## config.mk

```make
export PLATFORM = sky130hd
export DESIGN_NAME = cmac_key_sched
export DESIGN_NICKNAME = d
export VERILOG_FILES = /design/src/cmac_pkg.sv /design/src/cmac_key_sched.sv
export SDC_FILE = /design/constraint.sdc
export NUM_CORES = 2
export LEC_CHECK = 0
export ABC_AREA = 1
export ABC_CLOCK_PERIOD_IN_PS = 20100
export BUFFER_PORTS_ARGS = -buffer_cell sky130_fd_sc_hd__buf_2
export CELL_PAD_IN_SITES_DETAIL_PLACEMENT = 0
export CELL_PAD_IN_SITES_GLOBAL_PLACEMENT = 2
export CORE_AREA = 2 2 735 737
export CTS_BUF_LIST = sky130_fd_sc_hd__clkbuf_4 sky130_fd_sc_hd__clkbuf_8 sky130_fd_sc_hd__clkbuf_16
export CTS_CLUSTER_DIAMETER = 120
export DETAILED_ROUTE_END_ITERATION = 6
export DIE_AREA = 0 0 737 739
export MAX_ROUTING_LAYER = met4
export PLACE_DENSITY_LB_ADDON = 0.1
export RECOVER_POWER = 50
export SETUP_SLACK_MARGIN = 0.1
export SKIP_LAST_GASP = 1
export SYNTH_ARGS = -nofsm -noshare
export SYNTH_HDL_FRONTEND = slang
export SYNTH_SLANG_ARGS = --single-unit
```

## constraint.sdc

```tcl
create_clock -name clk -period 20.1 [get_ports clk]
set_input_delay 3.015 -clock clk [delete_from_list [all_inputs] [get_ports clk]]
set_output_delay 3.015 -clock clk [all_outputs]
set_load 0.02 [all_outputs]
```

## src/cmac_pkg.sv

```systemverilog
// ----------------------------------------------------------------------------
// cmac_pkg
// Shared types, constants and AES round functions for the CMAC engine.
// ----------------------------------------------------------------------------
package cmac_pkg;

  typedef logic [127:0] blk_t;
  typedef blk_t [10:0] rkeys_t;

  localparam int unsigned NumRounds = 10;
  localparam int unsigned BlockBytes = 16;
  localparam logic [7:0] CmacRb = 8'h87;
  localparam logic [7:0] CmacPad = 8'h80;

  localparam logic [0:255][7:0] Sbox = {
    8'h63,8'h7c,8'h77,8'h7b,8'hf2,8'h6b,8'h6f,8'hc5,8'h30,8'h01,8'h67,8'h2b,8'hfe,8'hd7,8'hab,8'h76,
    8'hca,8'h82,8'hc9,8'h7d,8'hfa,8'h59,8'h47,8'hf0,8'had,8'hd4,8'ha2,8'haf,8'h9c,8'ha4,8'h72,8'hc0,
    8'hb7,8'hfd,8'h93,8'h26,8'h36,8'h3f,8'hf7,8'hcc,8'h34,8'ha5,8'he5,8'hf1,8'h71,8'hd8,8'h31,8'h15,
    8'h04,8'hc7,8'h23,8'hc3,8'h18,8'h96,8'h05,8'h9a,8'h07,8'h12,8'h80,8'he2,8'heb,8'h27,8'hb2,8'h75,
    8'h09,8'h83,8'h2c,8'h1a,8'h1b,8'h6e,8'h5a,8'ha0,8'h52,8'h3b,8'hd6,8'hb3,8'h29,8'he3,8'h2f,8'h84,
    8'h53,8'hd1,8'h00,8'hed,8'h20,8'hfc,8'hb1,8'h5b,8'h6a,8'hcb,8'hbe,8'h39,8'h4a,8'h4c,8'h58,8'hcf,
    8'hd0,8'hef,8'haa,8'hfb,8'h43,8'h4d,8'h33,8'h85,8'h45,8'hf9,8'h02,8'h7f,8'h50,8'h3c,8'h9f,8'ha8,
    8'h51,8'ha3,8'h40,8'h8f,8'h92,8'h9d,8'h38,8'hf5,8'hbc,8'hb6,8'hda,8'h21,8'h10,8'hff,8'hf3,8'hd2,
    8'hcd,8'h0c,8'h13,8'hec,8'h5f,8'h97,8'h44,8'h17,8'hc4,8'ha7,8'h7e,8'h3d,8'h64,8'h5d,8'h19,8'h73,
    8'h60,8'h81,8'h4f,8'hdc,8'h22,8'h2a,8'h90,8'h88,8'h46,8'hee,8'hb8,8'h14,8'hde,8'h5e,8'h0b,8'hdb,
    8'he0,8'h32,8'h3a,8'h0a,8'h49,8'h06,8'h24,8'h5c,8'hc2,8'hd3,8'hac,8'h62,8'h91,8'h95,8'he4,8'h79,
    8'he7,8'hc8,8'h37,8'h6d,8'h8d,8'hd5,8'h4e,8'ha9,8'h6c,8'h56,8'hf4,8'hea,8'h65,8'h7a,8'hae,8'h08,
    8'hba,8'h78,8'h25,8'h2e,8'h1c,8'ha6,8'hb4,8'hc6,8'he8,8'hdd,8'h74,8'h1f,8'h4b,8'hbd,8'h8b,8'h8a,
    8'h70,8'h3e,8'hb5,8'h66,8'h48,8'h03,8'hf6,8'h0e,8'h61,8'h35,8'h57,8'hb9,8'h86,8'hc1,8'h1d,8'h9e,
    8'he1,8'hf8,8'h98,8'h11,8'h69,8'hd9,8'h8e,8'h94,8'h9b,8'h1e,8'h87,8'he9,8'hce,8'h55,8'h28,8'hdf,
    8'h8c,8'ha1,8'h89,8'h0d,8'hbf,8'he6,8'h42,8'h68,8'h41,8'h99,8'h2d,8'h0f,8'hb0,8'h54,8'hbb,8'h16
  };

  typedef struct packed {
    logic ready;
    logic lgen;
  } ks_stat_t;

  function automatic logic [7:0] xtime(logic [7:0] v);
    return {v[6:0], 1'b0} ^ (v[7] ? 8'h1b : 8'h00);
  endfunction

  function automatic logic [31:0] sub_word(logic [31:0] w);
    return {Sbox[w[31:24]], Sbox[w[23:16]], Sbox[w[15:8]], Sbox[w[7:0]]};
  endfunction

  // sub bytes and shift rows; byte 0 sits in the top bits
  function automatic blk_t sub_shift(blk_t s);
    blk_t t;
    for (int c = 0; c < 4; c++) begin
      for (int i = 0; i < 4; i++) begin
        t[127 - 8 * (c * 4 + i) -: 8] = Sbox[s[127 - 8 * (((c + i) % 4) * 4 + i) -: 8]];
      end
    end
    return t;
  endfunction

  function automatic blk_t mix_cols(blk_t t);
    blk_t s;
    logic [7:0] a0, a1, a2, a3, al;
    for (int c = 0; c < 4; c++) begin
      a0 = t[127 - 32 * c -: 8];
      a1 = t[119 - 32 * c -: 8];
      a2 = t[111 - 32 * c -: 8];
      a3 = t[103 - 32 * c -: 8];
      al = a0 ^ a1 ^ a2 ^ a3;
      s[127 - 32 * c -: 8] = a0 ^ al ^ xtime(a0 ^ a1);
      s[119 - 32 * c -: 8] = a1 ^ al ^ xtime(a1 ^ a2);
      s[111 - 32 * c -: 8] = a2 ^ al ^ xtime(a2 ^ a3);
      s[103 - 32 * c -: 8] = a3 ^ al ^ xtime(a3 ^ a0);
    end
    return s;
  endfunction

  function automatic blk_t gf_double(blk_t a);
    return {a[126:0], 1'b0} ^ (a[127] ? {120'd0, CmacRb} : 128'd0);
  endfunction

endpackage

```

## src/cmac_key_sched.sv

```systemverilog
// ----------------------------------------------------------------------------
// cmac_key_sched
// Key registers, round key expansion (one round a cycle) and subkey setup.
// ----------------------------------------------------------------------------
module cmac_key_sched import cmac_pkg::*; (
  input  logic        clk,
  input  logic        rst_n,
  input  logic        cfg_we,
  input  logic        cfg_idx,
  input  logic [63:0] cfg_data,
  input  blk_t        aes_out,
  output rkeys_t      rk,
  output blk_t        k1,
  output blk_t        k2,
  output ks_stat_t    stat
);

  typedef enum logic [1:0] {EXPAND, LGEN, DONE} ks_state_t;

  ks_state_t   state_r;
  logic [3:0]  cnt_r;
  logic [63:0] key_hi_r, key_lo_r;
  blk_t        rk_r [1:NumRounds];
  blk_t        prev, nxt_rk, k1_r, k2_r;
  logic [31:0] tw;
  logic [7:0]  rcon;

  always_comb begin
    case (cnt_r)
      4'd1:    rcon = 8'h01;
      4'd2:    rcon = 8'h02;
      4'd3:    rcon = 8'h04;
      4'd4:    rcon = 8'h08;
      4'd5:    rcon = 8'h10;
      4'd6:    rcon = 8'h20;
      4'd7:    rcon = 8'h40;
      4'd8:    rcon = 8'h80;
      4'd9:    rcon = 8'h1b;
      4'd10:   rcon = 8'h36;
      default: rcon = 8'h00;
    endcase
  end

  always_comb begin
    // round key r is built from round key r-1
    prev = (cnt_r == 4'd1) ? {key_hi_r, key_lo_r} : rk_r[cnt_r - 4'd1];
    tw = sub_word({prev[23:0], prev[31:24]}) ^ {rcon, 24'd0};
    nxt_rk[127:96] = prev[127:96] ^ tw;
    nxt_rk[95:64]  = prev[95:64] ^ nxt_rk[127:96];
    nxt_rk[63:32]  = prev[63:32] ^ nxt_rk[95:64];
    nxt_rk[31:0]   = prev[31:0] ^ nxt_rk[63:32];
  end

  always_ff @(posedge clk) begin
    if (!rst_n) begin
      state_r  <= EXPAND;
      cnt_r    <= 4'd1;
      key_hi_r <= '0;
      key_lo_r <= '0;
    end else if (cfg_we) begin
      state_r <= EXPAND;
      cnt_r   <= 4'd1;
      if (cfg_idx) begin
        key_lo_r <= cfg_data;
      end else begin
        key_hi_r <= cfg_data;
      end
    end else begin
      case (state_r)
        EXPAND: begin
          if (cnt_r == 4'(NumRounds)) begin
            state_r <= LGEN;
          end else begin
            cnt_r <= cnt_r + 4'd1;
          end
        end
        LGEN:    state_r <= DONE;
        default: state_r <= state_r;
      endcase
    end
  end

  // round key store; entry r is written while the expand counter equals r
  always_ff @(posedge clk) begin
    if (state_r == EXPAND && !cfg_we) begin
      for (int r = 1; r <= NumRounds; r++) begin
        if (cnt_r == 4'(r)) rk_r[r] <= nxt_rk;
      end
    end
    if (state_r == LGEN && !cfg_we) begin
      k1_r <= gf_double(aes_out);
      k2_r <= gf_double(gf_double(aes_out));
    end
  end

  always_comb begin
    rk[0] = {key_hi_r, key_lo_r};
    for (int r = 1; r <= NumRounds; r++) rk[r] = rk_r[r];
  end

  assign k1 = k1_r;
  assign k2 = k2_r;
  assign stat.ready = (state_r == DONE);
  assign stat.lgen  = (state_r == LGEN);

endmodule

```

Word-level counts from Yosys, hierarchy flattened:

Memories as Yosys holds them, arrays and structs flattened. A register that Yosys moved wholly into a read port is not among the register bits.
Cells that the tools add are included.

* flip-flop bits (word level): 390
* memory bits (writable): 1280
* memory bits (read-only): 8320
* memories kept: 6

Memory list
* (name not given): depth 256, width 8, read ports 1, clocked after Yosys merged registers in 0, wr ports 0, line cmac_pkg.sv:44 `return {Sbox[w[31:24]], Sbox[w[23:16]], Sbox[w[15:8]], Sbox[w[7:0]]};`
* (name not given): depth 256, width 8, read ports 1, clocked after Yosys merged registers in 0, wr ports 0, line cmac_pkg.sv:44
* (name not given): depth 256, width 8, read ports 1, clocked after Yosys merged registers in 0, wr ports 0, line cmac_pkg.sv:44
* (name not given): depth 256, width 8, read ports 1, clocked after Yosys merged registers in 0, wr ports 0, line cmac_pkg.sv:44
* rk_r: depth 10, width 128, read ports 11, clocked after Yosys merged registers in 0, wr ports 1, line cmac_key_sched.sv:23 `blk_t rk_r [1:NumRounds];`
* (name not given): depth 16, width 8, read ports 1, clocked after Yosys merged registers in 1, wr ports 0, line cmac_key_sched.sv:29 `case (cnt_r)`

* add/subtract/negate cells: 2
* magnitude comparators: 4
* eq/ne operators: 13
* muxes and demuxes: 72
* bitwise operators: 14
* reduce and logical (&&, ||, !) cells: 19

Operators with widths (number)
* 2-to-1 mux 128 bit: 10
* OR reduction 128 bit: 9
* bitwise XOR 128 x 8 -> 128 bit: 2
* bitwise XOR 32 bit: 5
* 2-to-1 mux 8 bit: 10
* 2-to-1 mux 4 bit: 11
* 2-to-1 mux 1 bit: 39
* >= comparator 9 bit, second input constant: 4
* inverter 8 -> 9 bit: 4
* == test 4 x 3 -> 1 bit, second input constant: 4
* == test 4 bit, second input constant: 3
* == test 4 x 2 -> 1 bit, second input constant: 2
* AND reduction 2 bit: 4
* adder 4 x 1 -> 4 bit, second input constant: 1
* == test 4 x 1 -> 1 bit, second input constant: 1
* one-hot mux 2 bit (2 select lines): 1
* subtractor 4 x 1 -> 4 bit, second input constant: 1
* inverter 1 bit: 3
* == test 2 x 1 -> 1 bit, second input constant: 1
* == test 2 bit, second input constant: 1
* logical AND 1 bit: 2
* zero test 2 bit: 1
* 2-to-1 mux 2 bit: 1
* inequality test 2 bit, second input constant: 1
* 3 further kinds: 3

Logic depth before layout (Yosys ltp):

An unclocked memory read counts as a cell.

* word-level depth: 21
* depth in mapped cells: 40
* mapped depth without buffers: 30

Worst setup path before layout:

No wires, ideal clock.

* path type: input port to flip-flop
* start: input port cfg_we
* end: memory rk_r[8][0] (netlist name) (enable)
* arrival: 11991 ps
* setup slack: 7338 ps
* stages: 3
* path buffers: 0
* cell sequence: inv_1 nand2_1 nor3_1

* longest elaborated chain between the ends: 14
* elaborated cells on any way between the ends: 49
* classes of those cells: 38 x mux; 11 x reduce/logical

Ends and longest elaborated chain
* start: declaration: line cmac_key_sched.sv:8 `input logic cfg_we,`
* zero test 1 bit *: line cmac_key_sched.sv:85 `if (state_r == EXPAND && !cfg_we) begin`
* logical AND 1 bit *: line cmac_key_sched.sv:85
* 2-to-1 mux 1 bit: line cmac_key_sched.sv:85
* 2-to-1 mux 1 bit (not written as such): line cmac_key_sched.sv:87 `if (cnt_r == 4'(r)) rk_r[r] <= nxt_rk;`
* OR reduction 128 bit (no source line)
* 2-to-1 mux 4 bit (no source line) / 2-to-1 mux 1 bit (equally long branches) (9 in series)
* end: declaration: line cmac_key_sched.sv:23

Every way passes the cells marked *; elsewhere a longest branch is shown, timed or not.

Final worst setup path:

* start: input port cfg_we
* end: memory rk_r[9][82] (netlist name) (enable)

Same word-level chain as after synthesis.

==> metrics.yaml <==
timing:
  fmax_mhz: 80.9
  finalClockSkew_ps: 102
  setup_viol: 0
  rsz0062_at_grt: "false"
  slew_viol_final: 939
  fin_crit_sh: 0.615
  fin_setup_tns_ps: 0
  maxSlewHeadroom: -5.64
  hold_viol: 0
  max_slew.worst_pin.slew_ps: 9950
  fin_crit_ps: 12360
logic_synthesis:
  ys_seq_area_frac: 0.587
  synth_seq_cells: 1553
  synth_area_leader_cell: "edfxtp_1"
  yosys.cell_types.count: 52
  syn_area_mm2: 0.0771
  synth_top_family_by_area: "simple AND/OR/NAND/NOR gates"
  synth_simple_gate_area_frac: 0.241
  synth_top_area_frac: 0.550
  synthTopCellsByArea: "edfxtp_1, nand3_1, nand2_1"
  yosysWarnings: 0
  synth-compound-area-share: 0.0951
  synthTopCellsByCount: "nand2_1, nand3_1, edfxtp_1, nor2_1, o21ai_0"
  synthMuxAreaShare: 0
  synth_xor_area_frac: 0.00193
  synthFlopType: "edfxtp_1"
  synthCells: 8079
  synth_nets: 8339
  async_reset_ff_frac: 0
  synth.most_common_cell: "nand2_1"
  synthAdderAreaFrac: 0.0104
  synth_edf_count: 1411
  syn_avg_cell_area_um2: 9.54
status:
  failed_checks: "capacitance limit, slew limit"
  run_status: "finished with violations"
placement:
  detailed_place_hpwl_um: 516000
  gp_congestion: 0.876
  place_area_mm2: 0.0933
  dp.cells: 16700
  io_buffers: 1861
power:
  p_sw_mw: 5.36
  pwr-share-comb: 0.345
  ir_worst_vdd_v: 0.0000686
  power_density_mw_per_mm2: 127
  p_leak_nw: 35.4
  seq_power_share: 0.336
  swShare: 0.429
  intPower_mw: 7.15
  clockPowerShare: 0.318
global_route:
  grt_pass1_wl_um: 836000
  met1_usage: 0.273
  use_met2: 0.433
  grt_max_degree: 104
  grt.overflow.total: 0
  grt_antenna_before_repair: 114
  use_met3: 0.0372
  grt.total_usage: 0.241
  busiest_layer: "met2"
  grt_pass1_vias: 71800
layout:
  layout.nets: 9994
  drive_above_1_share: 0.112
  final_cells: 17200
  fin_area_mm2: 0.0986
  syn_to_final_growth_pct: 27.9
worst_setup_path:
  r2r_end: "rk_r[9][82]"
  rrSetupSlack_ps: 9650
  cp-start-kind: "input port"
  reg2regPathDepth: 6
  crit_top_cell: "clkbuf_1"
  crit_type: "in2reg"
  cp_data_required_time_ps: 20630
  cp_slowest_stage_delay_ps: 6860
  crit_chain: "clkbuf_1 > inv_1 > nand2_1 > nor3_1 > clkbuf_1 > buf_4"
  worst-path-max-fanout: 87
  cp_slowest_cell: "clkbuf_1"
  reg2reg_from: "cnt_r[1]"
  cp-startpoint: "cfg_we"
  critPathArrivalTime_ps: 12890
  worst_setup_path_end_kind: "flip-flop"
floorplan:
  die-area_mm2: 0.545
  rows: 269
  io_pins: 1862
  coreArea_mm2: 0.536
  start_util: 0.144
  die_x_um: 737
  fp.dieH_um: 739
hold_path:
  min_path_cells: 2
  min_path_type: "reg2reg"
  worstHoldEndpoint: "key_lo_r[21]"
  hold_start: "key_lo_r[21]"
detailed_routing:
  drt_first_pass_iters: 6
  wl_per_cell_um: 39.0
  drt-initial-drc-count: 6424
  ant_nets: 0
  wl_um: 670000
  drc: 0
  viasPerCell: 4.30
  vias: 73800
run:
  drv_cap: 29
cts:
  root_buffer: "clkbuf_16"
  numCtsBuffers: 220
  cts_tree: "built"
  clockBufferDepth: 4
  htreeDepth: 4
  insertion_delay_ps: 970
  post_cts_resized: 0
  clock-sinks: 1553
  holdBufCountCts: 0
  post_cts_buffers: 0
  clk_pin_slew_ps: 60
[registers in the layout, indices dropped and copies added, names as in the netlist]
register  flops
key_lo_r     64
k1          127
rcon          8
k2            4
cnt_r         4
state_r       2
rk_r       1280
key_hi_r     64
[layout make-up]
| cell class | instances | area, µm² |
|---|---|---|
| Antenna cell | 81 | 203 |
| Multi-Input combinational cell | 5603 | 26900 |
| Timing Repair Buffer | 2061 | 8900 |
| Clock inverter | 127 | 1170 |
| Fill cell | 60500 | 437000 |
| Clock buffer | 276 | 6000 |
| Inverter | 295 | 1170 |
| Tap cell | 7181 | 8980 |
| Sequential cell | 1553 | 45200 |
[critical path, delay by kind of cell]
kind	cells	cell delay, ps
buffers and inverters	4	8820
AND/OR/NAND/NOR	2	580
[per-stage QoR]
step	total power [mW]	utilization	hold WS, ps	setup WS, ps
after floorplan	6.19	-	497	7340
after global placement	8.71	0.174	471	10930
after detailed placement	8.67	0.174	474	10970
after CTS	12.7	0.187	483	10930
after global routing	13.0	0.184	497	7590
final	12.5	0.184	484	7740
[placed cells by master, fill, tap and decap left out, types with 25 or more instances in the layout]
cell,netlist,final
a21oi_1,266,265
a31oi_1,92,92
buf_2,246,328
buf_4,221,167
clkbuf_1,98,1558
clkbuf_16,0,223
clkbuf_4,0,49
clkinv_1,0,35
clkinv_2,0,49
dfxtp_1,142,141
diode_2,0,81
edfxtp_1,1411,1411
ha_1,64,63
inv_1,262,260
inv_2,30,26
nand2_1,1771,1769
nand2_2,66,67
nand2_4,26,25
nand3_1,1435,1435
nand3_2,35,35
nor2_1,834,832
o211ai_1,107,107
o21a_1,58,58
o21ai_0,650,639
[worst max-delay path by stage]
stage | end | cells past startpoint
global route | rk_r[9][82] | 6
floorplan | rk_r[8][0] | 3
CTS | rk_r[1][30] | 17
global placement | rk_r[4][24] | 28
finish | rk_r[9][82] | 6
detailed placement | rk_r[6][30] | 17
[layer usage]
layer	share of wire	up-vias
met5	0	-
met4	0.043	0
met3	0.050	648
met2	0.51	2916
met1	0.39	38600
li1	-	31600
[power groups by stage]
stage                     combinational [mW]  sequential [mW]  clock [mW]
after detailed placement                4.40             4.28           0
after CTS                               4.41             4.21        4.11
after floorplan                         1.85             4.34           0
final                                   4.32             4.21        3.98
after global placement                  4.43             4.27           0
after global routing                    4.53             4.22        4.21
[kinds of logic (layout without fill, tap and decap cells)]
family | after synthesis | count (layout)
simple gates | 4248 | 4248
compound gates | 1274 | 1274
buf+inv | 923 | 2759
flops | 1553 | 1553
other cells | 0 | 81
fa+ha+maj | 64 | 64
xor+xnor | 17 | 17
(Power assumes the default switching activity.)
